## src/clnqw_pkg.sv

```systemverilog
`timescale 1ns / 1ps

package clnqw_pkg;

   // Result status codes.
   localparam logic [1:0] STATUS_OK   = 2'd0;
   localparam logic [1:0] STATUS_FULL = 2'd1;
   localparam logic [1:0] STATUS_BUSY = 2'd2;

   // Request kinds: a push offers one byte, a tick advances time by one step.
   localparam logic MODE_PUSH = 1'b0;
   localparam logic MODE_TICK = 1'b1;

   // Register indexes.
   localparam logic [1:0] REG_POWER_WAIT = 2'd0;
   localparam logic [1:0] REG_STEP_WAIT  = 2'd1;
   localparam logic [1:0] REG_FINAL_WAIT = 2'd2;

   // Register reset values.
   localparam logic [7:0] POWER_WAIT_RESET = 8'd50;
   localparam logic [7:0] STEP_WAIT_RESET  = 8'd5;
   localparam logic [7:0] FINAL_WAIT_RESET = 8'd3;

   // Init nibbles and the number of nibbles in the setup command list.
   localparam logic [3:0] INIT_NIBBLE_WAKE = 4'h3;
   localparam logic [3:0] INIT_NIBBLE_4BIT = 4'h2;
   localparam logic [3:0] SETUP_NIBBLES    = 4'd10;

   // One queue command: a push of a whole byte plus its command mark, or a pop.
   typedef struct packed {
      logic       push;
      logic       push_mark;
      logic [7:0] push_byte;
      logic       pop;
   } queue_cmd_type;

   // One nibble as it leaves the queue.
   typedef struct packed {
      logic       mark;
      logic [3:0] nibble;
   } queue_entry_type;

   // Setup commands 0x28, 0x08, 0x01, 0x06, 0x0C, high nibble first.
   function automatic logic [3:0] setup_nibble(input logic [3:0] idx);
      logic [3:0] nib;
      case (idx)
         4'd0:    nib = 4'h2;
         4'd1:    nib = 4'h8;
         4'd2:    nib = 4'h0;
         4'd3:    nib = 4'h8;
         4'd4:    nib = 4'h0;
         4'd5:    nib = 4'h1;
         4'd6:    nib = 4'h0;
         4'd7:    nib = 4'h6;
         4'd8:    nib = 4'h0;
         4'd9:    nib = 4'hC;
         default: nib = 4'h0;
      endcase
      return nib;
   endfunction

endpackage

```

## src/clnqw_queue.sv

```systemverilog
`timescale 1ns / 1ps

module clnqw_queue #(
   parameter int QUEUE_DEPTH = 64
) (
   input  logic                                  clock,
   input  logic                                  reset,
   input  clnqw_pkg::queue_cmd_type              cmd,
   output logic [$clog2(QUEUE_DEPTH + 1) - 1:0]  level,
   output clnqw_pkg::queue_entry_type            head
);
   import clnqw_pkg::*;

   localparam int SLOTS = QUEUE_DEPTH / 2;
   localparam int PTR_W = $clog2(SLOTS);
   localparam int LVL_W = $clog2(QUEUE_DEPTH + 1);
   localparam logic [PTR_W-1:0] LAST_SLOT = PTR_W'(SLOTS - 1);

   // Each slot stores a pushed byte with its mark, so a push is one write.
   logic [8:0]       pair_mem [SLOTS];
   logic [8:0]       pair_rd_ff;
   logic             rd_sel_ff;

   logic [PTR_W-1:0] wr_ptr_ff, wr_ptr_in;
   logic [PTR_W-1:0] rd_ptr_ff, rd_ptr_in;
   logic             rd_half_ff, rd_half_in;
   logic [LVL_W-1:0] level_ff, level_in;

   always_comb begin
      wr_ptr_in  = wr_ptr_ff;
      rd_ptr_in  = rd_ptr_ff;
      rd_half_in = rd_half_ff;
      level_in   = level_ff;
      if (cmd.push) begin
         wr_ptr_in = (wr_ptr_ff == LAST_SLOT) ? '0 : wr_ptr_ff + 1'b1;
         level_in  = level_ff + LVL_W'(2);
      end else if (cmd.pop) begin
         rd_half_in = ~rd_half_ff;
         if (rd_half_ff) begin
            rd_ptr_in = (rd_ptr_ff == LAST_SLOT) ? '0 : rd_ptr_ff + 1'b1;
         end
         level_in = level_ff - LVL_W'(1);
      end
   end

   always_ff @(posedge clock) begin
      if (reset) begin
         wr_ptr_ff  <= '0;
         rd_ptr_ff  <= '0;
         rd_half_ff <= 1'b0;
         level_ff   <= '0;
      end else begin
         wr_ptr_ff  <= wr_ptr_in;
         rd_ptr_ff  <= rd_ptr_in;
         rd_half_ff <= rd_half_in;
         level_ff   <= level_in;
      end
   end

   always_ff @(posedge clock) begin
      if (cmd.push) begin
         pair_mem[wr_ptr_ff] <= {cmd.push_mark, cmd.push_byte};
      end
      if (cmd.pop) begin
         pair_rd_ff <= pair_mem[rd_ptr_ff];
         rd_sel_ff  <= rd_half_ff;
      end
   end

   assign level       = level_ff;
   assign head.mark   = pair_rd_ff[8];
   assign head.nibble = rd_sel_ff ? pair_rd_ff[3:0] : pair_rd_ff[7:4];

endmodule

```

## src/char_lcd_nibble_queue_writer_unit.sv

```systemverilog
`timescale 1ns / 1ps

// Character LCD writer for a 4-bit bus with a nibble queue.
//
// Requests arrive on the req_ channel: a push (req_mode 0) offers one byte with its
// command flag, a tick (req_mode 1) advances time by one step. Every request gives
// exactly one response on the rsp_ channel with the pin levels (nibble and RS), the
// enable strobe, a drop status and the init-done flag.
//
// The request updates the control state and issues the queue memory read at its
// accepting edge, and the response register is loaded as the request leaves the
// middle stage. Throughput is one request per cycle while the receiver does not
// stall; the only loop is the control state update, a read-modify-write of the
// pointers, and the queue memory has one write and one registered read port.
//
// After reset the power-up sequence waits power_wait ticks, then sends three 0x3
// nibbles and one 0x2 nibble, and finally makes the five setup commands available
// ahead of any pushed byte. The queue memory needs no clearing pass. When the
// receiver stalls, one response waits in the output register and a second one in
// the stage before it; the request side stalls only when both are occupied.

module char_lcd_nibble_queue_writer_unit #(
   parameter int QUEUE_DEPTH = 64
) (
   input  logic        clock,
   input  logic        reset,
   // Request channel.
   input  logic        req_valid,
   output logic        req_stall,
   input  logic        req_mode,
   input  logic [7:0]  req_byte_in,
   input  logic        req_is_command,
   // Response channel.
   output logic        rsp_valid,
   input  logic        rsp_stall,
   output logic [3:0]  rsp_lcd_nibble,
   output logic        rsp_lcd_rs,
   output logic        rsp_enable_strobe,
   output logic [1:0]  rsp_status,
   output logic        rsp_init_done,
   // Register port.
   input  logic        psel,
   input  logic        penable,
   input  logic        pwrite,
   input  logic [3:0]  paddr,
   input  logic [31:0] pwdata,
   output logic [31:0] prdata,
   output logic        pready
);
   import clnqw_pkg::*;

   localparam int LVL_W = $clog2(QUEUE_DEPTH + 1);

   // Init phases: zero to two await a 0x3 nibble.
   localparam logic [2:0] PHASE_POWER_WAIT = 3'd0;
   localparam logic [2:0] PHASE_FUNC_SET   = 3'd3;
   localparam logic [2:0] PHASE_FINAL_WAIT = 3'd4;
   localparam logic [2:0] PHASE_DONE       = 3'd5;

   // How the held pins change when a request leaves the middle stage.
   localparam logic [1:0] PIN_HOLD  = 2'd0;
   localparam logic [1:0] PIN_LOAD  = 2'd1;
   localparam logic [1:0] PIN_QUEUE = 2'd2;

   typedef struct packed {
      logic [1:0] pin_sel;
      logic [4:0] pins;       // RS in bit 4, nibble below.
      logic       strobe;
      logic [1:0] status;
      logic       init_done;
   } stage_type;

   // Registers.
   logic [7:0] power_wait_ff, power_wait_in;
   logic [7:0] step_wait_ff, step_wait_in;
   logic [7:0] final_wait_ff, final_wait_in;
   logic [7:0] wait_ff, wait_in;
   logic [2:0] phase_ff, phase_in;
   logic [3:0] setup_left_ff, setup_left_in;
   logic [4:0] held_ff, held_in;

   logic       s1_valid_ff;
   stage_type  s1_ff, s1_in;

   logic       rsp_valid_ff;
   logic [4:0] rsp_pins_ff;
   logic       rsp_strobe_ff;
   logic [1:0] rsp_status_ff;
   logic       rsp_done_ff;

   // Handshake and queue signals.
   logic            accept;
   logic            s1_advance;
   logic            cfg_write;
   logic [7:0]      wait_dec;
   logic [LVL_W:0]  total_level;
   logic [LVL_W-1:0] q_level;
   queue_cmd_type   q_cmd;
   queue_entry_type q_head;

   // The middle stage moves on whenever the output register is free or drains now.
   assign s1_advance = s1_valid_ff && (!rsp_valid_ff || !rsp_stall);
   assign req_stall  = s1_valid_ff && !s1_advance;
   assign accept     = req_valid && !req_stall;
   assign cfg_write  = psel && penable && pwrite;
   assign pready     = 1'b1;

   always_comb begin
      case (paddr[3:2])
         REG_POWER_WAIT: prdata = {24'd0, power_wait_ff};
         REG_STEP_WAIT:  prdata = {24'd0, step_wait_ff};
         REG_FINAL_WAIT: prdata = {24'd0, final_wait_ff};
         default:        prdata = 32'd0;
      endcase
   end

   // The setup nibbles count as queued entries ahead of the memory contents.
   assign total_level = (LVL_W + 1)'(q_level) + (LVL_W + 1)'(setup_left_ff);
   assign wait_dec    = (wait_ff != 8'd0) ? wait_ff - 8'd1 : wait_ff;

   always_comb begin
      power_wait_in = power_wait_ff;
      step_wait_in  = step_wait_ff;
      final_wait_in = final_wait_ff;
      wait_in       = wait_ff;
      phase_in      = phase_ff;
      setup_left_in = setup_left_ff;

      q_cmd.push      = 1'b0;
      q_cmd.push_mark = req_is_command;
      q_cmd.push_byte = req_byte_in;
      q_cmd.pop       = 1'b0;

      s1_in.pin_sel   = PIN_HOLD;
      s1_in.pins      = 5'd0;
      s1_in.strobe    = 1'b0;
      s1_in.status    = STATUS_OK;
      s1_in.init_done = 1'b0;

      // Register writes are for the user to make only while the block is idle; the block does not enforce it.
      if (cfg_write) begin
         case (paddr[3:2])
            REG_POWER_WAIT: begin
               power_wait_in = pwdata[7:0];
               if (phase_ff == PHASE_POWER_WAIT) begin
                  wait_in = pwdata[7:0];
               end
            end
            REG_STEP_WAIT:  step_wait_in  = pwdata[7:0];
            REG_FINAL_WAIT: final_wait_in = pwdata[7:0];
            default: ;
         endcase
      end

      if (accept) begin
         if (req_mode == MODE_PUSH) begin
            if (phase_ff != PHASE_DONE) begin
               s1_in.status = STATUS_BUSY;
            end else if (total_level > (LVL_W + 1)'(QUEUE_DEPTH - 2)) begin
               s1_in.status = STATUS_FULL;
            end else begin
               q_cmd.push = 1'b1;
            end
         end else begin
            wait_in = wait_dec;
            if (phase_ff != PHASE_DONE) begin
               if (wait_dec == 8'd0) begin
                  case (phase_ff)
                     PHASE_FUNC_SET: begin
                        s1_in.pin_sel = PIN_LOAD;
                        s1_in.pins    = {1'b0, INIT_NIBBLE_4BIT};
                        s1_in.strobe  = 1'b1;
                        wait_in       = final_wait_ff;
                        phase_in      = PHASE_FINAL_WAIT;
                     end
                     PHASE_FINAL_WAIT: begin
                        setup_left_in = SETUP_NIBBLES;
                        phase_in      = PHASE_DONE;
                     end
                     default: begin
                        s1_in.pin_sel = PIN_LOAD;
                        s1_in.pins    = {1'b0, INIT_NIBBLE_WAKE};
                        s1_in.strobe  = 1'b1;
                        wait_in       = step_wait_ff;
                        phase_in      = phase_ff + 3'd1;
                     end
                  endcase
               end
            end else if (setup_left_ff != 4'd0) begin
               s1_in.pin_sel = PIN_LOAD;
               s1_in.pins    = {1'b0, setup_nibble(SETUP_NIBBLES - setup_left_ff)};
               s1_in.strobe  = 1'b1;
               setup_left_in = setup_left_ff - 4'd1;
            end else if (q_level != '0) begin
               s1_in.pin_sel = PIN_QUEUE;
               s1_in.strobe  = 1'b1;
               q_cmd.pop     = 1'b1;
            end
         end
         s1_in.init_done = (phase_in == PHASE_DONE);
      end
   end

   // The pins change in request order, as each request leaves the middle stage.
   always_comb begin
      case (s1_ff.pin_sel)
         PIN_LOAD:  held_in = s1_ff.pins;
         PIN_QUEUE: held_in = {~q_head.mark, q_head.nibble};
         default:   held_in = held_ff;
      endcase
   end

   clnqw_queue #(
      .QUEUE_DEPTH (QUEUE_DEPTH)
   ) u_queue (
      .clock (clock),
      .reset (reset),
      .cmd   (q_cmd),
      .level (q_level),
      .head  (q_head)
   );

   always_ff @(posedge clock) begin
      if (reset) begin
         power_wait_ff <= POWER_WAIT_RESET;
         step_wait_ff  <= STEP_WAIT_RESET;
         final_wait_ff <= FINAL_WAIT_RESET;
         wait_ff       <= POWER_WAIT_RESET;
         phase_ff      <= PHASE_POWER_WAIT;
         setup_left_ff <= 4'd0;
         held_ff       <= 5'd0;
         s1_valid_ff   <= 1'b0;
         rsp_valid_ff  <= 1'b0;
      end else begin
         power_wait_ff <= power_wait_in;
         step_wait_ff  <= step_wait_in;
         final_wait_ff <= final_wait_in;
         wait_ff       <= wait_in;
         phase_ff      <= phase_in;
         setup_left_ff <= setup_left_in;
         if (s1_advance) begin
            held_ff <= held_in;
         end
         if (accept) begin
            s1_valid_ff <= 1'b1;
         end else if (s1_advance) begin
            s1_valid_ff <= 1'b0;
         end
         if (s1_advance) begin
            rsp_valid_ff <= 1'b1;
         end else if (!rsp_stall) begin
            rsp_valid_ff <= 1'b0;
         end
      end
   end

   // Payload registers.
   always_ff @(posedge clock) begin
      if (accept) begin
         s1_ff <= s1_in;
      end
      if (s1_advance) begin
         rsp_pins_ff   <= held_in;
         rsp_strobe_ff <= s1_ff.strobe;
         rsp_status_ff <= s1_ff.status;
         rsp_done_ff   <= s1_ff.init_done;
      end
   end

   assign rsp_valid         = rsp_valid_ff;
   assign rsp_lcd_nibble    = rsp_pins_ff[3:0];
   assign rsp_lcd_rs        = rsp_pins_ff[4];
   assign rsp_enable_strobe = rsp_strobe_ff;
   assign rsp_status        = rsp_status_ff;
   assign rsp_init_done     = rsp_done_ff;

endmodule

```

## config.mk

```make
export PLATFORM = sky130hd
export DESIGN_NAME = char_lcd_nibble_queue_writer_unit
export DESIGN_NICKNAME = d
export VERILOG_FILES = /design/src/clnqw_pkg.sv /design/src/clnqw_queue.sv /design/src/char_lcd_nibble_queue_writer_unit.sv
export SDC_FILE = /design/constraint.sdc
export NUM_CORES = 1
export LEC_CHECK = 0
export CAP_MARGIN = 20
export CORE_MARGIN = 2
export CORE_UTILIZATION = 65
export DETAILED_ROUTE_END_ITERATION = 10
export DONT_BUFFER_PORTS = 1
export GPL_ROUTABILITY_DRIVEN = 0
export PLACE_DENSITY = 0.81
export REMOVE_ABC_BUFFERS = 1
export SLEW_MARGIN = 20
export SYNTH_ARGS = -nofsm -noshare
export SYNTH_HDL_FRONTEND = slang
export SYNTH_SLANG_ARGS = --single-unit
```

## constraint.sdc

```tcl
create_clock -name clock -period 9.6 [get_ports clock]
set_input_delay 1.92 -clock clock [delete_from_list [all_inputs] [get_ports clock]]
set_output_delay 1.92 -clock clock [all_outputs]
set_load 0.03 [all_outputs]
```

==> impl_metrics.yaml <==
worst_hold_path:
  timing.hold.worst_path_depth: 0
  min_to: "rsp_status[0]"
  hold_class: "flip-flop to flip-flop"
  hold_path.startpoint: "s1_ff[1]"
clock_tree:
  cts_made_buffers: 39
  cts_max_level: 2
  clkTransAtPathRegs_ns: 0.06
  tritoncts_clock_tree: "built"
  maximum_clock_path_buffer_count: 3
  clock-root-buffer: "sky130_fd_sc_hd__clkbuf_16"
  postCtsSetupRepairBufs: 0
  post_cts.resized_instances: 0
  numClockSinks: 381
  ctsHoldBuffers: 0
  insertion_delay_ns: 0.54
synth:
  post_synth_xor_area_fraction: 0.00478
  synth_top_area_share: 0.577
  synth_top_area_cell: "sky130_fd_sc_hd__edfxtp_1"
  synth.mux.area_fraction: 0.164
  synth_flop_cell: "sky130_fd_sc_hd__edfxtp_1"
  yosys.cell_types.count: 68
  synthesis.area_um2: 16500
  synth-async-reset-ratio: 0
  yosys-top-cells-area: "sky130_fd_sc_hd__edfxtp_1 (58%), sky130_fd_sc_hd__mux4_2 (12%), sky130_fd_sc_hd__dfxtp_1 (7.8%)"
  yosys_warnings: 0
  edff_count_synth: 317
  yosysSeqAreaShare: 0.655
  synth_simple_gate_area_share: 0.0738
  syn-instance-count: 1037
  synth_seq_cells: 381
  synth_fa_ha_area_frac: 0.0232
  synth_compound_area_frac: 0.0461
  synth_top_family_by_area: "multiplexers"
  synth_area_per_cell_um2: 15.9
floorplanning:
  initial_core_util: 0.659
  io-pin-count: 97
  die-area_um2: 26700
  floorplan_die_width_um: 163
  core_area_um2: 25000
  die_h_um: 163
  placementRows: 58
placement:
  io_buffers: 0
  placed_cells: 1313
  detailedPlacementHpwl_um: 19600
routing:
  route.vias.total: 8870
  drt-vias-per-instance: 6.41
  detail-route-antenna-nets: 0
  drt_iter0_drc: 951
  first_pass_iters: 5
  final_routed_wirelength_across_all_metal_layers_um: 31900
  post_drt_wl_per_cell_um: 23.1
  drcViolationCount: 0
setup_path:
  timing.setup.critical_path_class: "input pin to output port"
  cp-start-kind: "input pin"
  reg2reg_setup_slack_ns: 5.89
  critPathSlowestCell: "sky130_fd_sc_hd__nor2b_1"
  cp-end-kind: "output port"
  timing.critical_path.max_delay_family: "simple AND/OR/NAND/NOR gates"
  worstPathMaxFanout: 12
  worst-endpoint-required_ns: 7.68
  endpoint_arrival_time_on_the_critical_path_ns: 2.98
  timing.rr.start: "setup_left_ff[0]"
  critPathBufInv: 0
  worstPathCellList: "nor2b_1 -> nand2_1 -> o21ai_0"
  endpoint_of_the_worst_slack_reg_to_reg_timing_path: "u_queue.pair_mem[9][4]"
  r2r_cells: 7
  crit_path_max_incr_delay_ns: 0.53
timing:
  rsz0062_at_grt: "false"
  timing_max_transition_violations_final: 0
  timing.max_slew.rel_slack: 0.249
  finalSetupViolations: 0
  timing.final.crit_period_ns: 4.90
  fmaxAchievable_ghz: 0.204
  max_slew.worst_pin.slew_ns: 1.11
  setup_total_negative_slack_ns: 0
  timing.final.hold_violations: 0
  min_period_over_period: 0.511
  finalHoldWorstSlack_ns: 0.418
  finalClockSkew_ns: 0.0178
global_route:
  maximum_number_of_pins_on_one_net_before_global_route_repair: 77
  grtUsageTotal: 0.247
  number_of_global_route_vias_before_repair: 8833
  grt_first_pass_wirelength_um: 49700
  gr-total-overflow: 0
  grt_antenna_before_repair: 0
pwr:
  ir_drop_v: 0.000162
  pwr_density_cell_nw_per_um2: 191
  leakagePower_nw: 5.99
layout:
  flow.area_growth_from_synthesis_pct: 8.71
  num-nets-final: 1107
  fin_cells: 1384
  drive_gt1_frac: 0.179
  antenna_cells: 0
outcome:
  outcome: "finished clean"
run:
  timing.max_cap.violations: 0
## where the power goes
group          internal [mW]  total [mW]  switching (mW)
registers               1.80        1.81          0.0141
clock network          0.921        1.54           0.619
logic                 0.0213      0.0662          0.0449
## per-stage QoR
step	util	setup WS, ns	instance area [um^2]	power [mW]
6_report	0.716	4.70	17900	3.42
5_1_grt	0.716	4.66	17900	3.50
4_1_cts	0.716	4.69	17900	3.43
3_5_place_dp	0.663	4.69	16600	1.91
3_3_place_gp	0.663	4.69	16600	1.91
2_1_floorplan	-	4.84	16100	1.90
## worst max-delay path by stage
stage,start,to,slack (ns),cells after the start
5_1_grt,paddr[3],prdata[4],4.66,3
3_3_place_gp,paddr[3],prdata[4],4.69,3
4_1_cts,paddr[3],prdata[4],4.69,3
2_1_floorplan,u_queue.rd_ptr_ff[0],u_queue.pair_rd_ff[0],4.84,3
6_report,paddr[3],prdata[4],4.70,3
3_5_place_dp,paddr[3],prdata[4],4.69,3
## synth_stat cells, drive strengths merged (26+ instances only)
master  instances
buf            43
inv            26
mux4           90
nor2           65
ha             29
nand3          30
mux2i          48
and3           41
dfxtp          64
a21oi          36
clkbuf         40
edfxtp        317
o21ai          27
nand2          58
## flip-flops by register name, summed over array words and instances, names as in the netlist
register	cells
power_wait_ff	8
u_queue.rd_ptr_ff	5
final_wait_ff	8
setup_left_ff	4
rsp_valid	1
u_queue.pair_rd_ff	9
rsp_init_done	1
rsp_pins_ff	5
phase_ff	3
u_queue.wr_ptr_ff	5
s1_ff	10
rsp_status	2
u_queue.rd_half_ff	1
rsp_enable_strobe	1
u_queue.rd_sel_ff	1
u_queue.level	7
step_wait_ff	8
wait_ff	8
held_ff	5
u_queue.pair_mem	288
s1_valid_ff	1
## worst register-to-register path, cell delays in order, from the launching register on
cell,delay (ns)
sky130_fd_sc_hd__dfxtp_1,0.53
sky130_fd_sc_hd__ha_1,0.27
sky130_fd_sc_hd__fa_1,0.25
sky130_fd_sc_hd__nand4b_1,0.11
sky130_fd_sc_hd__or4_4,0.45
sky130_fd_sc_hd__a2111oi_4,0.46
sky130_fd_sc_hd__and2_2,0.65
sky130_fd_sc_hd__and3_1,0.62
## cell usage in the layout (no fill, tap or decap), drive strengths merged, types with 3 or more instances in the layout
cell and instances:
nand3 30, conb 25, or4 4, nor3b 6, ha 29, and2 3
clkbuf 58, nand2b 4, buf 6, a211oi 6, inv 29, and3 41
a21oi 36, mux2i 48, a31oi 5, or3 3, mux2 17, nor2 65
o21ai 27, mux4 90, a221oi 6, clkinv 7, and3b 3, nor2b 4
a311oi 4, nand2 58, a32oi 3, nor4 4, a2111oi 4, nor3 9
dfxtp 64, bufinv 3, xnor2 7, edfxtp 317
## kinds of logic after synthesis
group	count (synthesis)
compound gates	111
xor+xnor	9
other cells	2
mux	155
fa+ha+maj	30
buf+inv	109
flops	381
simple gates	240
## layer usage
| metal | GRT usage | up-vias | part of all wire | wire (um) |
|---|---|---|---|---|
| li1 | - | 3979 | - | - |
| met1 | 0.355 | 4473 | 0.42 | 13500 |
| met2 | 0.393 | 365 | 0.48 | 15400 |
| met3 | 0.0401 | 53 | 0.065 | 2090 |
| met4 | 0.0837 | 0 | 0.028 | 884 |
| met5 | 0 | - | 0 | 0 |
## area by class of cell
cell class | count | area (um^2)
clock buffer | 58 | 1150
clock inverter | 13 | 174
fill | 1510 | 7110
inverter | 26 | 97.6
multi-input combinational | 570 | 5240
sequential | 381 | 10800
tap | 330 | 413
timing repair buffer | 6 | 45.0
No activity file was read; power rests on OpenSTA's default activity.
